<file path="src/hdl/rbox_pkg.sv">
// shared types, constants and sizes of the rgb 3x3 box smoothing block
package rbox_pkg;

  // frame geometry
  localparam int MAX_WIDTH    = 1024;
  localparam int HEIGHT_LIMIT = 1024;
  localparam int CHANNEL_BITS = 8;
  localparam int CFG_BITS     = 11;
  localparam int POS_BITS     = 10;
  localparam int COL_BITS     = $clog2(MAX_WIDTH);
  localparam int ROW_BITS     = $clog2(HEIGHT_LIMIT);
  localparam int EW_BITS      = ($clog2(MAX_WIDTH + 1) > CFG_BITS) ?
                                $clog2(MAX_WIDTH + 1) : CFG_BITS;
  localparam int EH_BITS      = ($clog2(HEIGHT_LIMIT + 1) > CFG_BITS) ?
                                $clog2(HEIGHT_LIMIT + 1) : CFG_BITS;

  // register reset values
  localparam logic [CFG_BITS-1:0] WIDTH_RESET  = CFG_BITS'(640);
  localparam logic [CFG_BITS-1:0] HEIGHT_RESET = CFG_BITS'(480);

  // register index
  localparam int CFG_IDX_BITS = 1;
  typedef enum logic [CFG_IDX_BITS-1:0] {
    CFG_WIDTH  = 1'b0,
    CFG_HEIGHT = 1'b1
  } cfg_idx_e;

  // averaging arithmetic: divide by nine through a scaled reciprocal
  localparam int CHAN_MAX    = (1 << CHANNEL_BITS) - 1;
  localparam int NEIGHBORS   = 9;
  localparam int COLSUM_BITS = $clog2(3 * CHAN_MAX + 1);
  localparam int SUM_BITS    = $clog2(NEIGHBORS * CHAN_MAX + 1);
  localparam int DIV_SHIFT   = 16;
  localparam int DIV_MUL     = ((1 << DIV_SHIFT) + NEIGHBORS - 1) / NEIGHBORS;
  localparam int PROD_BITS   = SUM_BITS + DIV_SHIFT;

  // result slots of one item, in release order
  typedef enum logic [2:0] {
    SLOT_NONE   = 3'b000,
    SLOT_WINDOW = 3'b001,
    SLOT_ROWEND = 3'b010,
    SLOT_SELF   = 3'b100
  } slot_e;

  // one pixel, red in the low bits
  typedef struct packed {
    logic [CHANNEL_BITS-1:0] blue;
    logic [CHANNEL_BITS-1:0] green;
    logic [CHANNEL_BITS-1:0] red;
  } pix_t;

  // per-channel sum of one window column
  typedef struct packed {
    logic [COLSUM_BITS-1:0] blue;
    logic [COLSUM_BITS-1:0] green;
    logic [COLSUM_BITS-1:0] red;
  } csum_t;

  localparam int LINE_BITS = 2 * $bits(pix_t);

endpackage

</file>
<file path="src/hdl/rbox_mean.sv">
// column sum and 3x3 mean per channel from two stored column sums
module rbox_mean (
  input  rbox_pkg::csum_t csum0_i,
  input  rbox_pkg::csum_t csum1_i,
  input  rbox_pkg::pix_t  top_i,
  input  rbox_pkg::pix_t  mid_i,
  input  rbox_pkg::pix_t  bot_i,
  output rbox_pkg::csum_t csum_o,
  output rbox_pkg::pix_t  mean_o
);
  import rbox_pkg::*;

  // sum of three channel values of one column
  function automatic logic [COLSUM_BITS-1:0] col3(
    input logic [CHANNEL_BITS-1:0] a,
    input logic [CHANNEL_BITS-1:0] b,
    input logic [CHANNEL_BITS-1:0] c
  );
    return COLSUM_BITS'(a) + COLSUM_BITS'(b) + COLSUM_BITS'(c);
  endfunction

  // truncated mean of three column sums: multiply by reciprocal of nine
  function automatic logic [CHANNEL_BITS-1:0] div9(
    input logic [COLSUM_BITS-1:0] s0,
    input logic [COLSUM_BITS-1:0] s1,
    input logic [COLSUM_BITS-1:0] s2
  );
    logic [SUM_BITS-1:0]  sum;
    logic [PROD_BITS-1:0] prod;
    sum  = SUM_BITS'(s0) + SUM_BITS'(s1) + SUM_BITS'(s2);
    prod = PROD_BITS'(sum) * PROD_BITS'(DIV_MUL);
    return prod[DIV_SHIFT +: CHANNEL_BITS];
  endfunction

  // current column
  assign csum_o.red   = col3(top_i.red,   mid_i.red,   bot_i.red);
  assign csum_o.green = col3(top_i.green, mid_i.green, bot_i.green);
  assign csum_o.blue  = col3(top_i.blue,  mid_i.blue,  bot_i.blue);

  // whole window
  assign mean_o.red   = div9(csum_o.red,   csum0_i.red,   csum1_i.red);
  assign mean_o.green = div9(csum_o.green, csum0_i.green, csum1_i.green);
  assign mean_o.blue  = div9(csum_o.blue,  csum0_i.blue,  csum1_i.blue);

endmodule

</file>
<file path="config.mk">
export PLATFORM = sky130hd
export DESIGN_NAME = rbox_mean
export DESIGN_NICKNAME = d
export VERILOG_FILES = /design/src/hdl/rbox_pkg.sv /design/src/hdl/rbox_mean.sv
export SDC_FILE = /design/constraint.sdc
export NUM_CORES = 1
export LEC_CHECK = 0
export BUFFER_PORTS_ARGS = -buffer_cell sky130_fd_sc_hd__buf_4
export CORE_MARGIN = 2
export CORE_UTILIZATION = 40
export DETAILED_ROUTE_END_ITERATION = 10
export GPL_ROUTABILITY_DRIVEN = 0
export PLACE_DENSITY = 0.63
export SLEW_MARGIN = 10
export SYNTH_ARGS = -nofsm -noshare
export SYNTH_HDL_FRONTEND = slang
export SYNTH_SLANG_ARGS = --single-unit
</file>
<file path="constraint.sdc">
create_clock -name vclk -period 16.5
set_input_delay 2.475 -clock vclk [all_inputs]
set_output_delay 2.475 -clock vclk [all_outputs]
set_load 0.02 [all_outputs]
</file>
==> results.yml <==
layout:
  seqCellArea_um2: 0
  n_clock_buffer: 0
  areaGrowthSynthToFinish_pct: 19.0
  final_cell_area_um2: 11000
  flops_and_latches: 0
  fill_cells: 2162
  layout_commonest_cell: "inv_1"
  drive_above_1_share_pct: 16.5
  fin_nets: 1725
  layout_common_cells: "inv_1 (284), ha_1 (246), buf_4 (186)"
  antenna_cells: 0
timing:
  setup_tns_ps: 0
  drv_slew: 0
  rsz0062_at_grt: "false"
  max_clock_freq_ghz: 0.0721
  post-route-period-util_pct: 84.0
  period_minus_slack_ps: 13860
  tightest_slew_ps: 714
  relSlewSlack_pct: 52.1
  hold_violations: 0
  setup_viol_count_final: 0
min_path:
  hp-class: "primary input to output pin"
logic_synthesis:
  ys_seq_area_share_pct: 0
  synthMuxAreaShare_pct: 0.122
  synth_xor_area_share_pct: 7.40
  syn_inst: 1018
  synth_cell_types: 48
  synthSimpleGateAreaFrac_pct: 6.38
  syn-cell-area_um2: 9230
  avgSynthCellArea_um2: 9.07
  synth_compound_area_share_pct: 10.7
  synth_top_family_by_area: "adder cells"
  synth_nets: 1537
  synthAdderAreaFrac_pct: 63.9
  ys_warn_count: 0
global_route:
  grt_max_degree: 9
  grt_pass1_wl_um: 32700
  groute.usage.overall_pct: 16.0
  antenna_found_initial: 0
  grt_pass1_vias: 7269
  grt-ovfl-total: 0
place:
  place_area_um2: 11000
  hpwl_um: 18500
  io_buffers: 186
critical_path:
  critPathMaxStageDelay_ps: 630
  worstPathRequired_ps: 14030
  start_kind: "primary input"
  crit_path_end_kind: "output pin"
  path_class: "primary input to output pin"
  worstPathArrival_ps: 11390
  worst_path_most_repeated_cell: "inv_1"
  cp_slowest_cell: "o311ai_0"
  crit_fanout: 4
run:
  cap_violations: 0
drt:
  routed_wirelength_um: 19300
  drtPass1Iterations: 4
  drcViolationCount: 0
  antenna_left: 0
  vias: 7150
  drt-initial-drc-count: 136
  avgViaCountPerCell: 4.80
  wl_per_cell_um: 13.0
floorplan:
  die_h_um: 156
  io_pins: 186
  rows: 55
  start_util_pct: 40.8
  die_w_um: 156
  core_um2: 22600
  die-area_um2: 24300
clock_tree:
  cts_hold_buffers: 0
  cts_resized: 0
  post_cts_buffers: 0
outcome:
  run_status: "finished clean"
[kinds of logic (layout without fill, tap and decap cells)]
family | after synthesis | after routing
compound gates | 147 | 147
xor+xnor | 78 | 78
fa+ha+maj | 387 | 387
buf+inv | 284 | 470
mux | 1 | 1
simple gates | 121 | 121
[layer usage]
metal / GRT usage (%) / wire, um
met1: 22.5 / 9100
met2: 28.3 / 9230
met3: 1.44 / 848
met4: 0.699 / 114
met5: 0 / 0
[through the flow]
stage / setup WS (ps) / utilization, % / std cells / hold WS (ps)
finish: 2640 / 48.5 / 1489 / 5470
global route: 2020 / 48.5 / 1489 / 5510
CTS: 2560 / 48.5 / 1489 / 5460
detailed placement: 2600 / 48.5 / 1489 / 5460
global placement: 2760 / 48.5 / 1489 / 5460
floorplan: 3390 / - / 1018 / 5240
[worst paths after layout]
| check | cells after the start | slack (ps) | startpoint | end |
|---|---|---|---|---|
| worst min-delay path | 5 | 5470 | bot_i[8] | csum_o[10] |
| worst max-delay path | 36 | 2640 | top_i[1] | mean_o[7] |
[layout make-up]
class	count	area, um^2	area share [%]
multi-input cells	734	8170	74.3
repair buffers	186	1400	12.7
inverters	284	1070	9.70
well taps	285	357	3.25
[synthesized netlist by cell type (3+ instances only)]
master	number	area, um^2
inv_1	284	1070
ha_1	246	3080
fa_1	141	2820
xnor2_1	60	526
a21oi_1	51	255
nor2_1	39	146
nand2_1	20	75.1
a21o_1	19	143
o21ai_0	19	95.1
xor2_1	18	158
o21bai_1	17	128
nor3_1	14	70.1
nand3_1	10	50.1
nor2b_1	7	43.8
o211ai_1	6	45.0
and2_1	5	31.3
or3_1	5	31.3
a21boi_0	4	30.0
nand2b_1	4	25.0
or2_2	4	25.0
a2111oi_0	3	26.3
a211oi_1	3	22.5
and3_1	3	18.8
nand4_1	3	18.8
o311ai_0	3	26.3
[critical path: cells and delay by family]
kind	cells	cell delay, ps
adders and majority gates	11	4510
buffers and inverters	10	780
AOI/OAI and AO/OA	9	2280
xor gates and xnor gates	2	490
and+or+nand+nor	4	870
Power is not shown: default switching activity piles up to over one toggle a cycle in this logic, so the estimate is an artifact.
