<file path="src/hdl/rbox_ram.sv">
// generic single-port-write ram with registered read
module rbox_ram #(
  parameter int WIDTH = 8,
  parameter int DEPTH = 16
) (
  input  logic                     clk_i,
  input  logic                     we_i,
  input  logic [$clog2(DEPTH)-1:0] waddr_i,
  input  logic [WIDTH-1:0]         wdata_i,
  input  logic                     re_i,
  input  logic [$clog2(DEPTH)-1:0] raddr_i,
  output logic [WIDTH-1:0]         rdata_o
);

  logic [WIDTH-1:0] mem_q [DEPTH];
  logic [WIDTH-1:0] rdata_q;

  // write port
  always_ff @(posedge clk_i) begin
    if (we_i) begin
      mem_q[waddr_i] <= wdata_i;
    end
  end

  // read port, old data on a same-address write
  always_ff @(posedge clk_i) begin
    if (re_i) begin
      rdata_q <= mem_q[raddr_i];
    end
  end

  assign rdata_o = rdata_q;

endmodule

</file>
<file path="config.mk">
export PLATFORM = sky130hd
export DESIGN_NAME = rbox_ram
export DESIGN_NICKNAME = d
export VERILOG_FILES = /design/src/hdl/rbox_ram.sv
export SDC_FILE = /design/constraint.sdc
export NUM_CORES = 1
export LEC_CHECK = 0
export ABC_AREA = 1
export ABC_CLOCK_PERIOD_IN_PS = 1400
export BUFFER_PORTS_ARGS = -buffer_cell sky130_fd_sc_hd__buf_2
export CAP_MARGIN = 20
export CORE_ASPECT_RATIO = 0.7
export CORE_MARGIN = 5
export CORE_UTILIZATION = 60
export CTS_CLUSTER_DIAMETER = 120
export DETAILED_ROUTE_END_ITERATION = 12
export PLACE_DENSITY = 0.8
export SLEW_MARGIN = 20
export SYNTH_ARGS = -nofsm -noshare
export SYNTH_HDL_FRONTEND = slang
export SYNTH_SLANG_ARGS = --single-unit
</file>
<file path="constraint.sdc">
create_clock -name clk_i -period 1.4 [get_ports clk_i]
set_input_delay 0.14 -clock clk_i [delete_from_list [all_inputs] [get_ports clk_i]]
set_output_delay 0.14 -clock clk_i [all_outputs]
set_load 0.01 [all_outputs]
</file>
==> impl_metrics.csv, run 1 <==
group,metric,value,unit
synth,synth-async-reset-ratio,0,%
clock_network,numCtsBuffers,17,
floorplanning,dieWidth,128,microns
sta,setup_viol,0,
setup_path,crit_type,"register to output pin",
synth,synth_most_common_cell,"nand2_1",
synth,ys_seq_area_share,69.8,%
floorplanning,io_pins,27,
clock_network,path_clk_slew,0.05,ns
setup_path,slowest_stage,"edfxtp_1",
setup_path,cp_cell_sequence,"buf_2",
sta,fin_worst_skew,0.00425,ns
synth,ys.flop_type,"edfxtp_1",
sta,rsz0062_at_grt,"no",
setup_path,worst-path-buf-inv,1,
floorplanning,core-area,9610,sq um
global_routing,grt_max_degree,41,
sta,worstMarginPinSlew,0.583,ns
worst_hold_path,hp-class,"primary input to register",
clock_network,cts_root_buf,"clkbuf_16",
routing,first_pass_iters,4,
power,total_leakage_power,0.00293,uW
sta,final.setup.tns,0,ns
setup_path,cp-end-kind,"output pin",
floorplanning,rows,30,
synth,postSynthCellCount,551,
sta,maxSlewViolCount,0,
setup_path,cp_max_fo,1,
synth,netlist.area_leader.share,69.8,%
setup_path,cp.arrival,1.03,ns
finish,n_antenna_cell,0,
setup_path,slowest_delay,0.44,ns
global_routing,grt_overflow,0,
global_routing,grt_pass1_vias,3670,
power,ir_drop,1570,uV
clock_network,clock_tree.buffer_depth,2,
power,powerDensity,1380,nW/um^2
synth,syn_nets,570,
place,dpl.hpwl,8.47,mm
routing,ant_nets,0,
routing,drt_iter0_markers,470,
run_status,status,"finished clean",
clock_network,post_cts_buffers,0,
finish,finalNetCount,615,
sta,relSlewSlack,61.1,%
clock_network,clock_latency,0.41,ns
global_routing,grt_pass1_wl,20.9,mm
clock_network,postCtsHoldBufs,0,
synth,ys_types,11,
routing,wl_per_cell,18.4,microns
sta,max_freq,0.856,GHz
synth,syn_avg_cell_area,10.6,sq um
clock_network,cts.sinks,136,
routing,vias,3955,
sta,hold_violations,0,
synth,yosys.area.top_type,"edfxtp_1",
finish,final_util,70.1,%
synth,yosys_warnings,0,
finish,areaGrowthSynthToFinish,15.2,%
clock_network,cts-resized-gates,0,
global_routing,antenna_found_initial,0,
setup_path,crit_path_start_kind,"register",
finish,drive_gt1_share,12.6,%
synth,synth_seq_cells,136,
place,place_congestion,0.886,
synth,synth_edf_count,136,
finish,fillers,675,
floorplanning,dieArea,11900,sq um
global_routing,grt_use_total,24.5,%
floorplanning,die_h,92.6,microns
setup_path,crit_required,1.26,ns
synth,synthTopCellsByArea,"edfxtp_1 70%, nand2_1 11%, nand3_1 8.3%, inv_1 6.4%, buf_6 1.2%",
setup_path,cpLargestDelayFamily,"flip-flops",
clock_network,cts_max_level,4,
floorplanning,start_util,60.8,%
routing,drc,0,
routing,vias_per_cell,5.37,
sta,fin_crit,1.17,ns
routing,drt-total-wl,13.5,mm
synth,syn-cell-area,5850,sq um
clock_network,cts_tree,"built",
synth,synth_top_cells_by_count,"173 x nand2_1, 136 x edfxtp_1, 100 x inv_1",
sta,finalCritPeriodShare,83.4,%
place,port_buffers,26,
run,drv_cap,0,
-- worst paths after layout --
kind,startpoint,end,slack (ns),depth (start not counted)
max,rdata_o[1],rdata_o[1],0.23,1
min,re_i,rdata_o[7],0.1,1
max reg2reg,mem_q[15][3],rdata_o[3],0.24,6
min reg2reg,mem_q[1][6],rdata_o[6],0.77,6
-- through the flow --
step	cells	power, uW	cell area, sq um	worst slack, ns	hold WS [ns]
final	737	9320	6740	0.232	0.0988
after global routing	737	9650	6740	0.145	0.0833
after CTS	737	9360	6740	0.227	0.0818
after detailed placement	705	5280	6190	0.0385	0.514
after global placement	705	5260	6190	0.0732	0.515
after floorplan	551	5020	5850	0.309	0.239
-- flip-flops by register name, summed over array words and instances, names as in the netlist --
register and flops:
mem_q 128, rdata_o 8
-- report_power, final --
part           switching, uW  total, uW  leakage [uW]  internal [uW]
combinational            409        580       0.00143            171
clock                   1540       4120      0.000263           2580
sequential              32.1       4620       0.00124           4590
-- cell usage in the layout (no fill, tap or decap) --
| master | Yosys | final |
|---|---|---|
| nor2_1 | 17 | 17 |
| clkinv_1 | 0 | 3 |
| inv_1 | 100 | 100 |
| clkbuf_16 | 0 | 17 |
| clkbuf_1 | 0 | 4 |
| edfxtp_1 | 136 | 136 |
| clkinv_2 | 0 | 4 |
| clkinvlp_4 | 0 | 2 |
| buf_2 | 13 | 26 |
| buf_4 | 4 | 21 |
| nand2_1 | 173 | 173 |
| nand3_1 | 97 | 97 |
| bufinv_16 | 0 | 2 |
| inv_2 | 2 | 2 |
| nand3b_1 | 2 | 2 |
| buf_12 | 0 | 3 |
-- cell type report --
class                      count  area (sq um)  share of cell area [%]
clock buffer                  21           440                    6.54
clock inverter                11           106                    1.58
inverter                     102           383                    5.68
multi-input combinational    289          1210                    18.0
sequential                   136          4080                    60.6
tap                          128           160                    2.38
timing repair buffer          50           348                    5.16
-- cells by family after synthesis --
logic type / after synthesis / synth area share, %
and+or+nand+nor: 289 / 20.8
DFF: 136 / 69.8
buffers and inverters: 126 / 9.39
-- per-layer routing --
layer / track usage (%) / wire length (microns)
met1: 36.9 / 5850
met2: 35.0 / 6000
met3: 7.03 / 1510
met4: 7.07 / 180
met5: 0 / 0
No activity file was read; power rests on OpenSTA's default activity.
==> run 2: changes to the inputs <==
- ABC_CLOCK_PERIOD_IN_PS: 1400 -> 1200
- clock period: 1.4 -> 1.2 ns (I/O delays scaled with it)
==> impl_metrics.csv, run 2 (synthesis results as in run 1) <==
group,metric,value,unit
run_status,status,"finished clean",
run,drv_cap,0,
floorplanning,rows,30,
routing,drt-total-wl,13.7,mm
floorplanning,core-area,9610,sq um
finish,finalNetCount,618,
place,post_dp_cell_area,6220,sq um
routing,wl_per_cell,18.6,microns
finish,final_cell_mix,"173 x nand2_1, 136 x edfxtp_1, 100 x inv_1",
finish,largest_reg_flops,128,
finish,drive_gt1_share,14.2,%
clock_network,cts_root_buf,"clkbuf_16",
setup_path,crit_required,1.36,ns
setup_path,cp-end-kind,"register",
sta,hold_violations,0,
worst_hold_path,hp-class,"primary input to register",
clock_network,clock_tree.buffer_depth,2,
finish,final_cells,739,
power,powerDensity,1570,nW/um^2
sta,fin_worst_skew,0.00534,ns
sta,finalCritPeriodShare,95.1,%
sta,fin_crit,1.14,ns
sta,worstMarginPinSlew,0.595,ns
routing,drc,0,
finish,final_common_cell,"nand2_1",
clock_network,numCtsBuffers,17,
clock_network,cts-resized-gates,0,
clock_network,postCtsHoldBufs,0,
routing,vias_per_cell,5.48,
sta,relSlewSlack,60.3,%
clock_network,cts.sinks,136,
place,dpl.hpwl,8.69,mm
global_routing,grt_max_degree,41,
setup_path,cp.arrival,1.30,ns
global_routing,grt_pass1_vias,3891,
global_routing,grt_use_total,24.9,%
clock_network,clock_latency,0.41,ns
clock_network,cts_tree,"built",
global_routing,grt_pass1_wl,21.4,mm
routing,drt_iter0_markers,455,
clock_network,post_cts_buffers,0,
global_routing,grt_overflow,0,
setup_path,crit_type,"register to register",
place,place_congestion,0.894,
floorplanning,dieArea,11900,sq um
routing,first_pass_iters,5,
routing,vias,4052,
place,pre_cts_ws,-0.119,ns
setup_path,crit_path_start_kind,"register",
clock_network,path_clk_slew,0.05,ns
power,ir_drop,1460,uV
floorplanning,io_pins,27,
place,dp.cells,708,
finish,areaGrowthSynthToFinish,15.8,%
place,port_buffers,26,
sta,setup_viol,0,
finish,top_register,"mem_q",
finish,n_antenna_cell,0,
clock_network,cts_max_level,4,
sta,final.setup.tns,0,ns
power,total_leakage_power,0.00296,uW
sta,max_freq,0.876,GHz
setup_path,cp_max_fo,1,
finish,fin_area,6770,sq um
sta,maxSlewViolCount,0,
floorplanning,die_h,92.6,microns
routing,ant_nets,0,
floorplanning,start_util,60.8,%
sta,finalWorstSetupSlack,0.0590,ns
global_routing,antenna_found_initial,0,
floorplanning,dieWidth,128,microns
[run 2: through the flow]
step                      utilization (%)  power (uW)  hold WS (ns)
final                                70.5       10600        0.0795
after global routing                 70.5       11000        0.0705
after CTS                            70.1       10600        0.0643
after detailed placement             64.8        6170         0.490
after global placement               64.8        6150         0.493
after floorplan                         -        5860         0.219
[run 2: final timing paths]
| check | from | endpoint | slack, ns | cells past startpoint |
|---|---|---|---|---|
| worst max-delay path | mem_q[9][5] | rdata_o[5] | 0.06 | 6 |
| worst min-delay path | re_i | rdata_o[0] | 0.08 | 1 |
| worst max register to register | mem_q[9][5] | rdata_o[5] | 0.06 | 6 |
| worst min register to register | mem_q[1][1] | rdata_o[1] | 0.77 | 6 |
[run 2: metal layers]
metal | wire [microns] | share of wire [%] | vias up | track usage, %
met5 | 0 | 0 | - | 0
met4 | 167 | 1.2 | 0 | 8.57
met3 | 1590 | 12 | 16 | 5.94
met2 | 6130 | 45 | 231 | 35.4
met1 | 5830 | 42 | 1926 | 37.7
li1 | - | - | 1879 | -
[run 2: power breakdown]
| part | internal (uW) | switching (uW) |
|---|---|---|
| combinational | 214 | 487 |
| sequential | 5360 | 37.1 |
| clock | 2760 | 1770 |
[run 2: worst max-delay path, stage by stage (launching register included)]
cell	delay (ns)
edfxtp_1	0.36
inv_1	0.07
nand2_1	0.05
nand3_1	0.10
nand3_1	0.13
nand3_1	0.12
nand2_1	0.05
[run 2: area by class of cell]
cell class                      count  area, sq um
Clock buffer                       17          425
Timing Repair Buffer               53          383
Clock inverter                     14         91.3
Multi-Input combinational cell    289         1240
Fill cell                         660         2840
Sequential cell                   136         4080
Tap cell                          128          160
Inverter                          102          383
